==> config.mk <==
export PLATFORM = sky130hd
export DESIGN_NAME = url_query_param_decoder_unit
export DESIGN_NICKNAME = d
export VERILOG_FILES = /design/src/hdl/uqpd_pkg.sv /design/src/hdl/uqpd_front.sv /design/src/hdl/uqpd_queue.sv /design/src/hdl/uqpd_back.sv /design/src/hdl/url_query_param_decoder_unit.sv
export SDC_FILE = /design/constraint.sdc
export NUM_CORES = 1
export LEC_CHECK = 0
export BUFFER_PORTS_ARGS = -buffer_cell sky130_fd_sc_hd__buf_2
export CAP_MARGIN = 0
export CORE_ASPECT_RATIO = 0.6
export CORE_MARGIN = 2
export CORE_UTILIZATION = 55
export DETAILED_ROUTE_END_ITERATION = 6
export GPL_ROUTABILITY_DRIVEN = 0
export GPL_TIMING_DRIVEN = 0
export PLACE_DENSITY = 0.74
export SLEW_MARGIN = 10
export SYNTH_ARGS = -nofsm -noshare
export SYNTH_HDL_FRONTEND = slang
export SYNTH_SLANG_ARGS = --single-unit
==> constraint.sdc <==
create_clock -name clock -period 10.5 [get_ports clock]
set_input_delay 0.525 -clock clock [delete_from_list [all_inputs] [get_ports clock]]
set_output_delay 0.525 -clock clock [all_outputs]
set_load 0.005 [all_outputs]
==> src/hdl/uqpd_pkg.sv <==
// Shared types, character codes and helper functions of the query decoder.
package uqpd_pkg;

   localparam int MAX_RESULTS = 4;
   localparam int QUEUE_DEPTH = 4;
   localparam int COUNT_W     = $clog2(MAX_RESULTS + 1);

   localparam logic [1:0] KIND_KEY   = 2'd0;
   localparam logic [1:0] KIND_VALUE = 2'd1;
   localparam logic [1:0] KIND_END   = 2'd2;

   localparam logic [7:0] CH_AMP   = 8'h26;
   localparam logic [7:0] CH_EQ    = 8'h3D;
   localparam logic [7:0] CH_PCT   = 8'h25;
   localparam logic [7:0] CH_PLUS  = 8'h2B;
   localparam logic [7:0] CH_SPACE = 8'h20;

   typedef struct packed {
      logic [7:0] in_byte;
      logic       end_of_query;
   } req_type;

   typedef struct packed {
      logic [1:0] out_kind;
      logic [7:0] out_byte;
      logic       has_value;
      logic       run_last;
   } rsp_type;

   // All results that one input item causes, oldest in slot 0.
   typedef struct packed {
      logic [COUNT_W-1:0]              count;
      rsp_type [MAX_RESULTS-1:0]       slot;
   } bundle_type;

   function automatic logic [3:0] hex_nibble(input logic [7:0] c);
      logic [3:0] n;
      n = 4'd0;
      if (c inside {[8'h30:8'h39]}) begin
         n = c[3:0];
      end else if (c inside {[8'h41:8'h46], [8'h61:8'h66]}) begin
         n = c[3:0] + 4'd9;
      end
      return n;
   endfunction

   function automatic logic [7:0] plus_to_space(input logic [7:0] c);
      return (c == CH_PLUS) ? CH_SPACE : c;
   endfunction

   function automatic rsp_type make_rsp(input logic [1:0] kind, input logic [7:0] data,
                                        input logic hv);
      rsp_type r;
      r.out_kind  = kind;
      r.out_byte  = data;
      r.has_value = hv;
      r.run_last  = 1'b0;
      return r;
   endfunction

endpackage

==> src/hdl/uqpd_front.sv <==
// Front end: accepts query bytes, tracks key/value mode and escapes, builds result bundles.
module uqpd_front (
   input  logic                clock,
   input  logic                reset,
   input  logic                push,
   input  logic                queue_full,
   input  uqpd_pkg::req_type   req_data,
   output logic                accept,
   output logic                bundle_write,
   output uqpd_pkg::bundle_type bundle
);
   import uqpd_pkg::*;

   logic       in_value_ff, in_value_in;
   logic [1:0] pending_count_ff, pending_count_in;
   logic [7:0] pending_byte_ff, pending_byte_in;

   logic [COUNT_W-1:0] nres;
   logic [7:0]         b;

   assign accept       = push && !queue_full;
   assign bundle_write = accept && (bundle.count != '0);

   // The first held escape byte is always the percent sign, so only the
   // second one is stored.
   always_comb begin
      nres             = '0;
      bundle           = '0;
      b                = req_data.in_byte;
      in_value_in      = in_value_ff;
      pending_count_in = pending_count_ff;
      pending_byte_in  = pending_byte_ff;

      if (b == CH_AMP) begin
         if (pending_count_in >= 2'd1) begin
            bundle.slot[nres[1:0]] = make_rsp(KIND_VALUE, CH_PCT, 1'b0);
            nres = nres + COUNT_W'(1);
         end
         if (pending_count_in >= 2'd2) begin
            bundle.slot[nres[1:0]] = make_rsp(KIND_VALUE, plus_to_space(pending_byte_in), 1'b0);
            nres = nres + COUNT_W'(1);
         end
         bundle.slot[nres[1:0]] = make_rsp(KIND_END, 8'h00, in_value_in);
         nres = nres + COUNT_W'(1);
         pending_count_in = 2'd0;
         in_value_in      = 1'b0;
      end else if (!in_value_in) begin
         if (b == CH_EQ) begin
            in_value_in = 1'b1;
         end else begin
            bundle.slot[nres[1:0]] = make_rsp(KIND_KEY, b, 1'b0);
            nres = nres + COUNT_W'(1);
         end
      end else if (pending_count_in == 2'd0) begin
         if (b == CH_PCT) begin
            pending_count_in = 2'd1;
         end else begin
            bundle.slot[nres[1:0]] = make_rsp(KIND_VALUE, plus_to_space(b), 1'b0);
            nres = nres + COUNT_W'(1);
         end
      end else if (pending_count_in == 2'd1) begin
         pending_byte_in  = b;
         pending_count_in = 2'd2;
      end else begin
         bundle.slot[nres[1:0]] = make_rsp(KIND_VALUE,
                                           {hex_nibble(pending_byte_in), hex_nibble(b)}, 1'b0);
         nres = nres + COUNT_W'(1);
         pending_count_in = 2'd0;
      end

      // The final byte of a query also closes the pair that is open.
      if (req_data.end_of_query) begin
         if (pending_count_in >= 2'd1) begin
            bundle.slot[nres[1:0]] = make_rsp(KIND_VALUE, CH_PCT, 1'b0);
            nres = nres + COUNT_W'(1);
         end
         if (pending_count_in >= 2'd2) begin
            bundle.slot[nres[1:0]] = make_rsp(KIND_VALUE, plus_to_space(pending_byte_in), 1'b0);
            nres = nres + COUNT_W'(1);
         end
         bundle.slot[nres[1:0]] = make_rsp(KIND_END, 8'h00, in_value_in);
         nres = nres + COUNT_W'(1);
         pending_count_in = 2'd0;
         in_value_in      = 1'b0;
      end

      if (nres != '0) begin
         bundle.slot[nres[1:0] - 2'd1].run_last = 1'b1;
      end
      bundle.count = nres;
   end

   always_ff @(posedge clock) begin
      if (reset) begin
         in_value_ff      <= 1'b0;
         pending_count_ff <= 2'd0;
      end else if (accept) begin
         in_value_ff      <= in_value_in;
         pending_count_ff <= pending_count_in;
      end
   end

   always_ff @(posedge clock) begin
      if (accept) begin
         pending_byte_ff <= pending_byte_in;
      end
   end

endmodule

==> src/hdl/uqpd_queue.sv <==
// Short queue of result bundles between the front and back ends.
module uqpd_queue #(
   parameter int DEPTH = uqpd_pkg::QUEUE_DEPTH
) (
   input  logic                 clock,
   input  logic                 reset,
   input  logic                 wr_en,
   input  uqpd_pkg::bundle_type wr_data,
   output logic                 full,
   input  logic                 rd_en,
   output uqpd_pkg::bundle_type rd_data,
   output logic                 empty
);
   import uqpd_pkg::*;

   localparam int PTR_W = (DEPTH > 1) ? $clog2(DEPTH) : 1;
   localparam int CNT_W = $clog2(DEPTH + 1);

   bundle_type        entry_ff [DEPTH];
   logic [PTR_W-1:0]  wr_ptr_ff, wr_ptr_in;
   logic [PTR_W-1:0]  rd_ptr_ff, rd_ptr_in;
   logic [CNT_W-1:0]  count_ff, count_in;
   logic              do_wr, do_rd;

   assign full    = (count_ff == CNT_W'(DEPTH));
   assign empty   = (count_ff == '0);
   assign do_wr   = wr_en && !full;
   assign do_rd   = rd_en && !empty;
   assign rd_data = entry_ff[rd_ptr_ff];

   always_comb begin
      wr_ptr_in = wr_ptr_ff;
      rd_ptr_in = rd_ptr_ff;
      count_in  = count_ff;
      if (do_wr) begin
         wr_ptr_in = (wr_ptr_ff == PTR_W'(DEPTH - 1)) ? '0 : wr_ptr_ff + PTR_W'(1);
      end
      if (do_rd) begin
         rd_ptr_in = (rd_ptr_ff == PTR_W'(DEPTH - 1)) ? '0 : rd_ptr_ff + PTR_W'(1);
      end
      if (do_wr && !do_rd) begin
         count_in = count_ff + CNT_W'(1);
      end else if (do_rd && !do_wr) begin
         count_in = count_ff - CNT_W'(1);
      end
   end

   always_ff @(posedge clock) begin
      if (reset) begin
         wr_ptr_ff <= '0;
         rd_ptr_ff <= '0;
         count_ff  <= '0;
      end else begin
         wr_ptr_ff <= wr_ptr_in;
         rd_ptr_ff <= rd_ptr_in;
         count_ff  <= count_in;
      end
   end

   always_ff @(posedge clock) begin
      if (do_wr) begin
         entry_ff[wr_ptr_ff] <= wr_data;
      end
   end

endmodule

==> src/hdl/uqpd_back.sv <==
// Back end: sends the results of the head bundle one at a time into the output register.
module uqpd_back (
   input  logic                 clock,
   input  logic                 reset,
   input  uqpd_pkg::bundle_type head,
   input  logic                 queue_empty,
   output logic                 queue_pop,
   output logic                 empty,
   input  logic                 pop,
   output uqpd_pkg::rsp_type    rsp_data
);
   import uqpd_pkg::*;

   logic [1:0] idx_ff, idx_in;
   logic       valid_ff, valid_in;
   rsp_type    rsp_ff;
   logic       load;
   logic       last_slot;

   assign empty     = !valid_ff;
   assign rsp_data  = rsp_ff;
   assign load      = !queue_empty && (!valid_ff || pop);
   assign last_slot = ((COUNT_W'(idx_ff) + COUNT_W'(1)) == head.count);
   assign queue_pop = load && last_slot;

   always_comb begin
      idx_in   = idx_ff;
      valid_in = valid_ff;
      if (load) begin
         valid_in = 1'b1;
         idx_in   = last_slot ? 2'd0 : idx_ff + 2'd1;
      end else if (pop) begin
         valid_in = 1'b0;
      end
   end

   always_ff @(posedge clock) begin
      if (reset) begin
         idx_ff   <= 2'd0;
         valid_ff <= 1'b0;
      end else begin
         idx_ff   <= idx_in;
         valid_ff <= valid_in;
      end
   end

   always_ff @(posedge clock) begin
      if (load) begin
         rsp_ff <= head.slot[idx_ff];
      end
   end

endmodule

==> src/hdl/url_query_param_decoder_unit.sv <==
// The first result of an item passes through the bundle queue and then the output register
// before it is on the result ports, when the output register is free.
// Throughput: one item per cycle while each item causes at most one result and pop stays high;
// an item with several results holds the back end until all are sent, and the bundle queue
// (QUEUE_DEPTH) soaks up those bursts. Items that cause no result never enter the queue.
// Reset: synchronous, active high; clears key/value mode, held escape count, queue and output.
module url_query_param_decoder_unit #(
   parameter int QUEUE_DEPTH = uqpd_pkg::QUEUE_DEPTH
) (
   input  logic              clock,
   input  logic              reset,
   input  logic              push,
   output logic              full,
   input  uqpd_pkg::req_type req_data,
   output logic              empty,
   input  logic              pop,
   output uqpd_pkg::rsp_type rsp_data
);
   import uqpd_pkg::*;

   bundle_type wr_bundle, head_bundle;
   logic       accept, bundle_write, queue_full, queue_empty, queue_pop;

   assign full = queue_full;

   uqpd_front u_front (
      .clock        (clock),
      .reset        (reset),
      .push         (push),
      .queue_full   (queue_full),
      .req_data     (req_data),
      .accept       (accept),
      .bundle_write (bundle_write),
      .bundle       (wr_bundle)
   );

   uqpd_queue #(
      .DEPTH (QUEUE_DEPTH)
   ) u_queue (
      .clock   (clock),
      .reset   (reset),
      .wr_en   (bundle_write && accept),
      .wr_data (wr_bundle),
      .full    (queue_full),
      .rd_en   (queue_pop),
      .rd_data (head_bundle),
      .empty   (queue_empty)
   );

   uqpd_back u_back (
      .clock       (clock),
      .reset       (reset),
      .head        (head_bundle),
      .queue_empty (queue_empty),
      .queue_pop   (queue_pop),
      .empty       (empty),
      .pop         (pop),
      .rsp_data    (rsp_data)
   );

endmodule

==> results of run 1 <==
==> routing by layer <==
| layer | vias up | routed length (µm) | global-route usage [%] |
|---|---|---|---|
| li1 | 2820 | - | - |
| met1 | 3308 | 11130 | 39.46 |
| met2 | 381 | 10680 | 35.96 |
| met3 | 55 | 2879 | 5.729 |
| met5 | - | 0 | 0 |
| met4 | 0 | 689 | 7.507 |
==> worst max path at each step <==
stage	start	to	slack, ns	cells past startpoint
4_1_cts	req_data[1]	u_queue.count_ff[2]	5.40	21
3_3_place_gp	req_data[1]	u_queue.entry_ff[1][5]	3.85	16
5_1_grt	req_data[1]	u_queue.count_ff[2]	5.09	21
2_1_floorplan	req_data[1]	u_queue.entry_ff[0][0]	5.39	15
6_report	req_data[1]	u_queue.count_ff[2]	5.33	21
3_5_place_dp	req_data[1]	u_queue.count_ff[2]	4.90	21
==> cell usage after synthesis, drive strengths merged, types with 9 or more instances <==
cell type and n:
dfxtp 15, ha 28, edfxtp 224, clkbuf 23, buf 17, o21ai 22, inv 30, mux2i 9
nand2 41, a21oi 21, nand3 15, mux4 63, nor2 43, o22ai 10
==> cell usage in the layout, fill, tap and decap left out, types with 19 or more instances in the layout <==
cell type  instances
nor2_1            40
mux4_2            63
nand2_1           41
buf_2             32
a21oi_1           19
ha_1              28
clkbuf_16         22
edfxtp_1         224
o21ai_0           19
clkbuf_1          30
inv_1             28
==> metrics by stage <==
stage          hold WS (ns)  instance area, µm²  setup slack, ns  instances  util, %
4_1_cts              0.1867               12170            5.397       1021    63.12
2_1_floorplan        0.4392               10950            5.389        689        -
3_3_place_gp         0.4505               11400            3.848        978    59.15
5_1_grt              0.1879               12170            5.091       1021    63.12
3_5_place_dp         0.4835               11490            4.897        981    59.59
6_report             0.1997               12170            5.329       1021    63.12
==> power by group through the flow <==
stage               Combinational [mW]  Clock [mW]  Sequential [mW]
floorplan                        0.337           0             1.22
global placement                 0.480           0             1.23
detailed placement               0.516           0             1.23
CTS                              0.520       0.765             1.21
global route                     0.557       0.807             1.22
finish                           0.518       0.757             1.21
==> critical path, cell delays in order <==
cell,delay (ns)
buf_2,0.15
inv_1,0.12
ha_1,0.28
and4bb_1,0.30
a21oi_1,0.19
a2bb2oi_2,0.41
ha_1,0.31
o21ai_1,0.30
ha_1,0.30
nand2_1,0.06
o21a_1,0.17
ha_1,0.28
nand3b_1,0.11
o221a_2,0.31
a41oi_4,0.32
ha_1,0.26
inv_1,0.08
fa_1,0.40
xor2_1,0.20
or3_1,0.31
a21oi_1,0.18
==> registers in the layout, summed over array words and instances, names as in the netlist, named ones only <==
| register | flops |
|---|---|
| u_queue.entry_ff | 204 |
| u_back.rsp_data | 12 |
| u_queue.rd_ptr_ff | 2 |
| u_back.idx_ff | 2 |
| u_front.pending_byte_ff | 8 |
| u_back.valid_ff | 1 |
| u_front.pending_count_ff | 2 |
| u_queue.wr_ptr_ff | 2 |
| u_queue.count_ff | 3 |
| u_front.in_value_ff | 1 |
==> final cells by class <==
type	count	area (µm²)	share of cell area [%]
repair buffers	26	185.2	1.522
clock buffers	33	631.9	5.194
multi-input cells	380	3649	29.99
inverters	30	112.6	0.9256
plain buffers	40	180.2	1.481
well taps	266	332.8	2.736
flip-flops and latches	239	7027	57.76
clock inverters	7	47.55	0.3908
==> cells by family (layout without fill, tap and decap cells) <==
family / after synthesis / after routing / synth area share, %
DFF: 239 / 239 / 64.15
and+or+nand+nor: 157 / 157 / 7.448
AOI/OAI and AO/OA: 108 / 108 / 7.243
muxes: 74 / 74 / 14.13
buffers and inverters: 70 / 136 / 2.662
adders and majority gates: 29 / 29 / 3.381
xor gates and xnor gates: 11 / 11 / 0.9481
other: 1 / 1 / 0.03424
==> flow_summary.toml, run 1 <==
[yosys]
synth.area.top_cells = "edfxtp_1 61%, mux4_2 13%, ha_1 3.2%"
ys_seq_area_share_pct = 64.15
async_flop_share_pct = 0
synth_cells = 689
syn_nets = 731
yosysTopAreaCellShare_pct = 61.41
synth_top_area_cell = "edfxtp_1"
yosys_warnings = 0
synthesis.area_mm2 = 0.01095
synth_cell_types = 77
ys_seq_elements = 239
ys.flop_type = "edfxtp_1"
synth_edf_count = 224
synth_area_per_cell_um2 = 15.90

[sta]
max_freq_mhz = 193.4
worstMarginPinSlew_ns = 1.171
period_minus_slack_ns = 5.171
setup_tns_ns = 0
grt_setup_unrepaired = "no"
post-route-period-util_pct = 49.25
setup_violations = 0
clock_skew_ns = 0.01734
finalMaxSlewViolations = 0
relSlewSlack_pct = 21.91
hold_violations = 0

[clock_network]
post_cts_buffers = 0
ctsResizeCount = 0
cts_sinks = 239
max-clock-path-buffers = 3
cts_root_buf = "clkbuf_16"
clk_latency_ns = 0.52
cts_made_buffers = 22
cts_hold_buffers = 0
clk_pin_slew_worst_paths_ns = 0.06
cts_tree = "yes"
htreeDepth = 1

[die]
core-area_mm2 = 0.01927
top_level_ports = 27
die_area_mm2 = 0.02110
fp-row-count = 39
die_h_um = 113.3
start_util_pct = 56.83
die_x_um = 186.2

[setup_path]
r2r_end = "u_queue.count_ff[2]"
cp-end-kind = "flop"
ff2ff_path_depth = 19
r2r_start = "u_front.pending_count_ff[1]"
r2r_slack_ns = 5.42
cp.arrival_ns = 5.60
crit_type = "in -> reg"
critPathRequiredTime_ns = 10.93
start_kind = "input pin"
cp_max_fo = 7

[global_route]
grt_pass1_vias = 6467
grt_pass1_wl_um = 38780
grt_use_total_pct = 25.35
antenna_found_initial = 0
grt_max_degree = 52
grt_overflow = 0

[final_layout]
area_growth_pct = 11.07
drive_gt1_share_pct = 21.46
fill_cells = 1351
diodes = 0
nets = 781

[detailed_routing]
post-route-drc-count = 0
firstDrtPassIters = 7
ant_nets = 0
drtIter0Drc = 777
drt_wl_total_um = 25380
via_count = 6564
wl_per_cell_um = 24.86
vias_per_cell = 6.429

[run_status]
status = "finished, final reports clean"

[hold_path]
min_to = "u_back.valid_ff"
worstHoldStart = "reset"
hp-class = "in -> reg"
min_path_cells = 2

[power]
powerDensity_mw_per_mm2 = 204.2
p_int_mw = 1.813
p_leak_nw = 4.034
seqPwrFrac_pct = 48.7
swShare_pct = 27.01
p_switching_mw = 0.6710
pwr-share-clk_pct = 30.5
power_mw = 2.484
ir_drop_uv = 118.8
comb_power_share_pct = 20.8

[place]
io_buffer_count = 23
dp_hpwl_um = 16860

[job]
drv_cap = 0
Note: power is estimated with default switching activity, not from simulation.
==> inputs of run 2 (changes only) <==
==> constraint.sdc (replaced) <==
create_clock -name clock -period 5.2 [get_ports clock]
set_input_delay 0.26 -clock clock [delete_from_list [all_inputs] [get_ports clock]]
set_output_delay 0.26 -clock clock [all_outputs]
set_load 0.005 [all_outputs]
==> flow_summary.toml, run 2 (synthesis results as in run 1) <==
[run_status]
status = "finished, final reports clean"

[global_route]
use_met3_pct = 5.729
grt_pass1_wl_um = 38780
grt_max_degree = 52
grt_util_met2_pct = 35.96
grt_use_total_pct = 25.35
grt_busiest_layer = "met1"
grt_overflow = 0
met1_usage_pct = 39.46
antenna_found_initial = 0
grt_pass1_vias = 6467

[sta]
hold_violations = 0
clock_skew_ns = 0.01478
setup_ws_ns = 0.2687
setup_violations = 0
period_minus_slack_ns = 4.931
finalMaxSlewViolations = 0
worstMarginPinSlew_ns = 1.150
post-route-period-util_pct = 94.83
max_freq_mhz = 202.8
relSlewSlack_pct = 23.30

[setup_path]
start_kind = "flop"
slowest_stage = "fa_1"
path_delay_family = "compound AO/OA/AOI/OAI gates"
path_cells = "clkbuf_1 > nand2b_1 > o31ai_2 > a2bb2oi_2 > ha_1 > o21ai_1 > ha_1 > nand2_1 > o21a_1 > ha_1 > nand3b_1 > o221a_2 > a41oi_4 > ha_1 > inv_1 > fa_1 > xor2_1 > or3_1 > a21oi_1"
cp_common_cell = "ha_1"
cp.arrival_ns = 5.36
r2r_slack_ns = 0.27
cp-end-kind = "flop"
critPathRequiredTime_ns = 5.63
critPathBufInv = 2
max_stage_delay_ns = 0.40
crit_type = "reg -> reg"
cp_max_fo = 10

[final_layout]
layout_common_cells = "224 x edfxtp_1, 63 x mux4_2, 41 x nand2_1"
drive_gt1_share_pct = 21.87
diodes = 0
largest_reg_flops = 204
area_growth_pct = 11.41
regMostFlops = "u_queue.entry_ff"
final_util_pct = 63.31
instances_no_fill = 1025
nets = 785
final_common_cell = "edfxtp_1"

[detailed_routing]
vias_per_cell = 6.358
post-route-drc-count = 0
firstDrtPassIters = 5
drtIter0Drc = 750
ant_nets = 0
drt_wl_total_um = 25400
via_count = 6517
wl_per_cell_um = 24.78

[clock_network]
clk_pin_slew_worst_paths_ns = 0.07
cts_sinks = 239
cts_made_buffers = 22
cts_root_buf = "clkbuf_16"
clk_latency_ns = 0.52
cts_tree = "yes"
htreeDepth = 1
max-clock-path-buffers = 3

[die]
die_h_um = 113.3
die_x_um = 186.2
start_util_pct = 56.83
die_area_mm2 = 0.02110
fp-row-count = 39
top_level_ports = 27
core-area_mm2 = 0.01927

[power]
power_mw = 5.019
ir_drop_uv = 239.1
p_leak_nw = 4.053
powerDensity_mw_per_mm2 = 411.3

[place]
dp.cells = 981
dp_hpwl_um = 16860
io_buffer_count = 23
dpl_worst_slack_ns = -0.1378

[hold_path]
hp-class = "in -> reg"

[job]
drv_cap = 0
## run 2: changes by cell type in the layout (fill, tap and decap cells not counted), sizes merged
cell         change
dlygate4sd3      +1
buf              +3
## run 2: tightest hold or removal path, cell delays in order
cell and delay (ns):
buf_2 0.08, inv_1 0.05, nand2_1 0.07, a21oi_1 0.05
## run 2: timing repair
item / CTS / global route
endpoints found under the hold margin: 1 / 0
setup buffers: 0 / 3
hold buffers: 1 / 0
endpoints found under the setup margin: 0 / 1
gates resized for setup: 0 / 1
## run 2: cell type report
cell class / instances / area, µm²
fillers: 1350 / 7072
well taps: 266 / 332.8
clock inverters: 7 / 47.55
multi-input cells: 380 / 3654
repair buffers: 30 / 217.7
inverters: 30 / 112.6
plain buffers: 40 / 180.2
clock buffers: 33 / 631.9
flip-flops and latches: 239 / 7027
## run 2: where the power goes
group          total [mW]  switching, mW  internal [mW]
sequential           2.44         0.0929           2.35
combinational        1.05          0.577          0.469
clock                1.53          0.687          0.844
total                5.02           1.36           3.66
## run 2: path summary, 6_finish.rpt
path         depth (start not counted)                        start                   to
min reg2reg                          2              u_back.valid_ff      u_back.valid_ff
max                                 19  u_front.pending_count_ff[1]  u_queue.count_ff[2]
min                                  4                          pop      u_back.valid_ff
max reg2reg                         19  u_front.pending_count_ff[1]  u_queue.count_ff[2]
## run 2: through the flow
stage	instance area, µm²	setup TNS (ns)	hold WS [ns]
floorplan	10950	0	0.3291
global placement	11400	-230.91	0.4422
detailed placement	11490	-0.1378	0.4543
CTS	12180	0	0.03848
global route	12200	-0.01309	0.03398
finish	12200	0	0.04505
## run 2: per-layer routing
layer	vias to the layer above	wire, µm
li1	2820	-
met1	3274	11070
met2	369	10650
met3	54	2978
met4	0	702
met5	-	0
==> inputs of run 3 (changes only) <==
--- a/config.mk
+++ b/config.mk
@@ -13,7 +13,7 @@
 export DETAILED_ROUTE_END_ITERATION = 6
 export GPL_ROUTABILITY_DRIVEN = 0
 export GPL_TIMING_DRIVEN = 0
-export PLACE_DENSITY = 0.74
+export PLACE_DENSITY = 0.76
 export SLEW_MARGIN = 10
 export SYNTH_ARGS = -nofsm -noshare
 export SYNTH_HDL_FRONTEND = slang
==> constraint.sdc (replaced) <==
create_clock -name clock -period 4.2 [get_ports clock]
set_input_delay 0.21 -clock clock [delete_from_list [all_inputs] [get_ports clock]]
set_output_delay 0.21 -clock clock [all_outputs]
set_load 0.005 [all_outputs]
==> flow_summary.toml, run 3 (synthesis results as in run 1) <==
[power]
ir_drop_uv = 278.5
power_mw = 6.159
powerDensity_mw_per_mm2 = 499.3
seqPwrFrac_pct = 49.2
p_leak_nw = 4.083
p_int_mw = 4.472
swShare_pct = 27.39
pwr-share-clk_pct = 29.7
p_switching_mw = 1.687
comb_power_share_pct = 21.2

[die]
core-area_mm2 = 0.01927
die_x_um = 186.2
start_util_pct = 56.83
fp-row-count = 39
die_area_mm2 = 0.02110
die_h_um = 113.3
top_level_ports = 27

[global_route]
grt_pass1_vias = 6518
grt_max_degree = 52
grt_use_total_pct = 25.15
grt_overflow = 0
antenna_found_initial = 0
grt_pass1_wl_um = 38720

[sta]
worstMarginPinSlew_ns = 1.185
setup_ws_ns = 0.1164
hold_violations = 0
setup_tns_ns = 0
period_minus_slack_ns = 4.084
finalMaxSlewViolations = 0
setup_violations = 0
relSlewSlack_pct = 21.00
max_freq_mhz = 244.9
clock_skew_ns = 0.01442
post-route-period-util_pct = 97.23

[setup_path]
cp.arrival_ns = 4.53
start_kind = "flop"
r2r_end = "u_queue.count_ff[2]"
cp_max_fo = 6
r2r_slack_ns = 0.12
crit_type = "reg -> reg"
slowest_stage = "or3_1"
critPathRequiredTime_ns = 4.64
max_stage_delay_ns = 0.37
ff2ff_path_depth = 19
path_cells = "buf_2 > buf_4 > a21oi_2 > a2bb2oi_4 > ha_4 > o21ai_4 > ha_1 > nand2_1 > o21a_1 > ha_4 > nand3b_1 > o221a_4 > a41oi_4 > ha_2 > inv_1 > fa_2 > xor2_1 > or3_1 > a21oi_2"
cp-end-kind = "flop"
r2r_start = "u_front.in_value_ff"

[final_layout]
instances_no_fill = 1030
final_common_cell = "edfxtp_1"
largest_reg_flops = 204
diodes = 0
layout_common_cells = "224 x edfxtp_1, 63 x mux4_2, 41 x nand2_1"
regMostFlops = "u_queue.entry_ff"
drive_gt1_share_pct = 24.48
final_util_pct = 63.99
area_growth_pct = 12.61
nets = 792
fill_cells = 1316

[clock_network]
cts_sinks = 239
max-clock-path-buffers = 3
clk_latency_ns = 0.52
cts_made_buffers = 22
clk_pin_slew_worst_paths_ns = 0.07
cts_root_buf = "clkbuf_16"
htreeDepth = 1
cts_tree = "yes"

[place]
dp.cells = 979
dp_hpwl_um = 16530
dpl_worst_slack_ns = -0.7693
io_buffer_count = 23

[hold_path]
hp-class = "in -> reg"
worstHoldStart = "req_data[1]"
min_path_cells = 3
min_to = "u_front.pending_byte_ff[0]"

[detailed_routing]
drtIter0Drc = 793
via_count = 6663
drt_wl_total_um = 25670
firstDrtPassIters = 6
wl_per_cell_um = 24.93
vias_per_cell = 6.469
post-route-drc-count = 0
ant_nets = 0

[job]
drv_cap = 0

[run_status]
status = "finished, final reports clean"
-- run 3: changes by cell type in the layout (fill, tap and decap cells not counted), moves of 3 or more --
cell / before / now
ha_1: 28 / 23
ha_4: 0 / 3
buf_4: 4 / 13
clkinvlp_4: 0 / 3
clkbuf_1: 30 / 26
clkbuf_8: 4 / 0
clkinv_1: 2 / 5
-- run 3: layer usage --
metal	track usage (%)	share of wire, %
met1	37.69	43
met5	0	0
met3	7.950	12
met2	36.75	43
met4	4.934	2.1
-- run 3: metrics by stage --
step | hold WS, ns | instance area, µm²
final | 0.1775 | 12330
after global routing | 0.2209 | 12330
after CTS | 0.1775 | 12190
after detailed placement | 0.4071 | 11490
after global placement | 0.3980 | 11460
after floorplan | 0.2791 | 11020
-- run 3: power groups by stage --
stage / logic (mW) / registers, mW / clock network (mW)
2_1_floorplan: 0.847 / 3.05 / 0
3_3_place_gp: 1.21 / 3.06 / 0
3_5_place_dp: 1.28 / 3.08 / 0
4_1_cts: 1.30 / 3.03 / 1.85
5_1_grt: 1.39 / 3.05 / 1.94
6_report: 1.30 / 3.03 / 1.83
-- run 3: timing repair --
| item | CTS | global route |
|---|---|---|
| resized for setup | 3 | 15 |
| hold buffers | 2 | 0 |
| pin swaps | 3 | 6 |
| buffers inserted | 4 | 8 |
| hold endpoints to repair | 2 | 0 |
| endpoints found under the setup margin | 206 | 205 |
| cloned | 0 | 1 |
-- run 3: worst max-delay path by stage --
stage | from | to | slack [ns] | depth (start not counted)
after floorplan | req_data[1] | u_queue.count_ff[2] | 0.02 | 20
after global placement | req_data[1] | u_queue.entry_ff[1][27] | -0.86 | 16
after detailed placement | req_data[1] | u_queue.count_ff[2] | -0.77 | 21
after CTS | u_front.in_value_ff | u_queue.count_ff[2] | 0.002 | 19
after global routing | u_front.in_value_ff | u_queue.count_ff[2] | -0.03 | 19
final | u_front.in_value_ff | u_queue.count_ff[2] | 0.12 | 19
-- run 3: critical path, delay by kind of cell (launching register included) --
kind	cells	cell delay, ns
buf+inv	3	0.33
xor+xnor	1	0.18
fa+ha+maj	5	1.22
flops	1	0.33
compound gates	7	1.42
simple gates	3	0.53
-- run 3: area by class of cell --
class	count	area (µm²)	area share, %
clock buffers	27	569.3	4.616
plain buffers	38	178.9	1.451
repair buffers	39	245.2	1.988
clock inverters	11	73.82	0.5985
flip-flops and latches	239	7032	57.01
multi-input cells	380	3790	30.73
inverters	30	112.6	0.9130
well taps	266	332.8	2.698
